**src/rtl/core/rars_pkg.sv**
```systemverilog
// ----------------------------------------------------------------------------
// rars_pkg
// Shared types and constants of the range-add / range-sum core.
// ----------------------------------------------------------------------------
package rars_pkg;

    localparam int KIND_W           = 2;
    localparam int IDX_W            = 10;
    localparam int VAL_W            = 64;
    localparam int CFG_W            = 11;
    localparam int DEF_MAX_ELEMENTS = 1024;

    localparam logic [CFG_W-1:0] CFG_RESET = 11'd1024;

    localparam logic [KIND_W-1:0] KIND_LOAD = 2'd0;
    localparam logic [KIND_W-1:0] KIND_ADD  = 2'd1;
    localparam logic [KIND_W-1:0] KIND_SUM  = 2'd2;

    typedef enum logic [4:0] {
        ST_CLEAR,
        ST_IDLE,
        ST_DISPATCH,
        ST_BUILD_RD,
        ST_BUILD_WR,
        ST_START,
        ST_U_MUL,
        ST_U_SET,
        ST_U_RD,
        ST_U_WR,
        ST_Q_BASE,
        ST_Q_BASE_W,
        ST_Q_WALK_RD,
        ST_Q_WALK_ACC,
        ST_Q_MUL,
        ST_Q_FIN,
        ST_DONE
    } rars_state_t;

endpackage

```
**src/rtl/core/rars_mul.sv**
```systemverilog
// ----------------------------------------------------------------------------
// rars_mul
// Shared multiplier: 64-bit value times an unsigned tree position, result
// registered and kept modulo 2^64.
// ----------------------------------------------------------------------------
module rars_mul #(
    parameter int IW = 11
) (
    input  logic                      clk,
    input  logic                      en,
    input  logic [rars_pkg::VAL_W-1:0] a,
    input  logic [IW-1:0]             b,
    output logic [rars_pkg::VAL_W-1:0] prod
);
    import rars_pkg::*;

    logic [VAL_W-1:0] prod_reg;
    logic [VAL_W-1:0] prod_next;

    assign prod_next = a * VAL_W'(b);

    always_ff @(posedge clk) begin
        if (en) begin
            prod_reg <= prod_next;
        end
    end

    assign prod = prod_reg;

endmodule

```
**config.mk**
```make
export PLATFORM = sky130hd
export DESIGN_NAME = rars_mul
export DESIGN_NICKNAME = d
export VERILOG_FILES = /design/src/rtl/core/rars_pkg.sv /design/src/rtl/core/rars_mul.sv
export SDC_FILE = /design/constraint.sdc
export NUM_CORES = 1
export LEC_CHECK = 0
export BUFFER_PORTS_ARGS = -buffer_cell sky130_fd_sc_hd__buf_2
export CAP_MARGIN = 25
export CORE_MARGIN = 10
export CORE_UTILIZATION = 59
export CTS_BUF_LIST = sky130_fd_sc_hd__clkbuf_8
export DETAILED_ROUTE_END_ITERATION = 16
export PLACE_DENSITY = 0.8
export RECOVER_POWER = 50
export SLEW_MARGIN = 10
export SYNTH_ARGS = -nofsm -noshare
export SYNTH_HDL_FRONTEND = slang
export SYNTH_SLANG_ARGS = --single-unit
export TNS_END_PERCENT = 50
```
**constraint.sdc**
```tcl
create_clock -name clk -period 6.5 [get_ports clk]
set_input_delay 0.325 -clock clk [delete_from_list [all_inputs] [get_ports clk]]
set_output_delay 0.325 -clock clk [all_outputs]
set_load 0.01 [all_outputs]
```
==> flow_metrics.py <==
metrics = {
    "timing": {
        "rsz0062_at_grt": "false",
        "fmax_mhz": 161,
        "slew_violations": 65,
        "hold_viol_final": 0,
        "period_share_pct": 95.9,
        "maxSlewHeadroom_pct": -151,
        "fin_crit_ns": 6.23,
        "setup_viol": 0,
        "worst_slew_pin_slew_ns": 3.76,
    },
    "setup_path": {
        "critical_path.max_fanout": 46,
        "end_kind": "flip-flop",
        "arrival_ns": 6.38,
        "cp.required_ns": 6.65,
        "worstSetupPathType": "input pin to flip-flop",
        "worstSetupStartpointType": "input pin",
    },
    "logic_synthesis": {
        "synth_top_area_share_pct": 48.5,
        "yosys.area.top_type": "fa_1",
        "syn_area_per_cell_um2": 9.25,
        "yosys-top-cells-count": "fa_1 (507), nand2_1 (461), inv_1 (380)",
        "syn_area_mm2": 0.0209,
        "ys.flop_type": "edfxtp_1",
        "ys_async_sr_fraction_pct": 0,
        "synthCells": 2261,
        "ys_seq_area_share_pct": 9.19,
        "synth-edff-count": 64,
        "synth.ff_latch_count": 64,
        "yosysMostFrequentCell": "fa_1",
        "yosysUniqueCellTypes": 58,
        "synthTopCellsByArea": "fa_1 (49%), edfxtp_1 (9.2%), nand2_1 (8.3%)",
        "synth.net_count": 2926,
        "ys.warnings.count": 0,
    },
    "die": {
        "die_h_um": 208,
        "rows": 68,
        "core_area_mm2": 0.0347,
        "die_width_um": 208,
        "io_pins": 141,
        "initial_utilization_pct": 60.2,
        "dieArea_mm2": 0.0434,
    },
    "layout": {
        "final_layout_size_suffix_gt1_share_pct": 8.36,
        "fillCellCount": 2753,
        "largest_register_ffs": 64,
        "seqCellArea_mm2": 0.00192,
        "nets": 2980,
        "instances_no_fill": 2782,
        "area_delta_synth_final_pct": 6.31,
        "utilization_pct": 64.0,
        "multi_input_area_mm2": 0.0170,
    },
    "routing": {
        "drc_errors": 0,
        "vias_per_cell": 5.65,
        "first_pass_iters": 7,
        "drt-initial-drc-count": 1037,
        "wirelength_mm": 52.8,
        "final_antenna_net_count": 0,
        "routedWlPerCell_um": 19.0,
        "dr_total_vias": 15700,
    },
    "worst_hold_path": {
        "hold_class": "input pin to flip-flop",
    },
    "job": {
        "maxCapViolations": 1,
    },
    "global_routing": {
        "grt_use_total_pct": 25.5,
        "grt_pass1_vias": 17400,
        "antenna_found_initial": 7,
        "grt_pass1_wl_mm": 89.8,
        "grt-ovfl-total": 0,
        "grt_max_degree": 65,
    },
    "clock_tree": {
        "cts_made_buffers": 9,
        "clock-root-buffer": "clkbuf_8",
        "cts_resized": 0,
        "ctsHtreeMaxLevel": 3,
        "postCtsSetupRepairBufs": 0,
        "clk_path_buf_depth": 2,
        "hold_buffers": 0,
        "clkTransAtPathRegs_ns": 0.11,
        "numClockSinks": 64,
        "cts_tree": "built",
    },
    "outcome": {
        "status": "finished with violations",
        "failed_checks": "max-capacitance violations, max-slew violations",
    },
    "placement": {
        "dp_cells": 2759,
        "place_hpwl_mm": 43.4,
        "io_buffers": 140,
        "gp_congestion": 0.959,
    },
}
[through the flow]
step / instance area, um2 / setup TNS (ns) / hold slack, ns / setup WS [ns]
2_1_floorplan: 20900 / 0 / 0.437 / 0.464
3_3_place_gp: 22100 / -0.289 / 0.741 / -0.262
3_5_place_dp: 22100 / -0.227 / 0.739 / -0.227
4_1_cts: 22200 / 0 / 0.281 / 0.188
5_1_grt: 22200 / 0 / 0.343 / 0.0524
6_report: 22200 / 0 / 0.315 / 0.270
[cells in the final DEF (no fill, tap or decap), drive strengths merged, types with 2 or more instances in the layout]
cell type,n
a211o,3
a211oi,4
a21o,31
a21oi,70
a221oi,3
a31oi,7
and2,238
and4,3
buf,160
clkbuf,41
clkinv,3
clkinvlp,2
diode,7
edfxtp,64
fa,507
ha,81
inv,382
nand2,462
nand2b,6
nand3,17
nand4,13
nor2,37
nor2b,6
nor3,12
nor4,3
o211a,2
o211ai,3
o21a,9
o21ai,35
o21bai,10
o221ai,3
o31ai,8
o32ai,2
or2,2
or3,6
xnor2,46
xor2,29
[per-layer routing]
layer  GRT usage [%]  routed length [um]
met5               0                  57
met4            6.58                1030
met3            6.16                5020
met2            41.7               25400
met1            33.4               21300
[path summary, 6_finish.rpt]
kind | startpoint | to | cells after the start
worst min-delay path | a[0] | prod[0]$_DFFE_PP_ | 2
worst max-delay path | b[2] | prod[61]$_DFFE_PP_ | 23
[critical path, stage by stage]
cell and delay [ns]:
buf_2 0.16, buf_12 0.26, nand2_1 0.12, fa_1 0.55
fa_1 0.53, inv_1 0.06, fa_1 0.47, fa_1 0.52
inv_1 0.05, fa_1 0.47, inv_1 0.04, ha_1 0.42
nand4_1 0.18, nor3_1 0.31, o211a_1 0.28, o31ai_1 0.08
buf_4 0.17, a211o_1 0.39, nand4bb_2 0.16, a211o_1 0.19
nand2_2 0.09, o41ai_2 0.40, xor2_1 0.14
[final cells by class]
cell class                      instances  share of cell area, %
Sequential cell                        64                   8.65
Antenna cell                            7                 0.0788
Timing Repair Buffer                  192                   5.20
Inverter                              380                   6.42
Clock buffer                            9                  0.557
Multi-Input combinational cell       1668                   76.4
Clock inverter                          7                  0.186
Tap cell                              455                   2.56
[cells by family after synthesis]
logic type / count (synthesis) / share of synthesized area (%)
XOR/XNOR: 75 / 3.14
multiplexers: 1 / 0.0479
flip-flops: 64 / 9.19
AO/OA/AOI/OAI: 198 / 6.42
AND/OR/NAND/NOR: 806 / 18.1
adder cells (fa/ha/maj): 588 / 53.4
buffers and inverters: 529 / 9.66
Power is left out: the tool's default activity adds up to more than one toggle a clock period on the data nets, which glitch-free logic cannot reach.
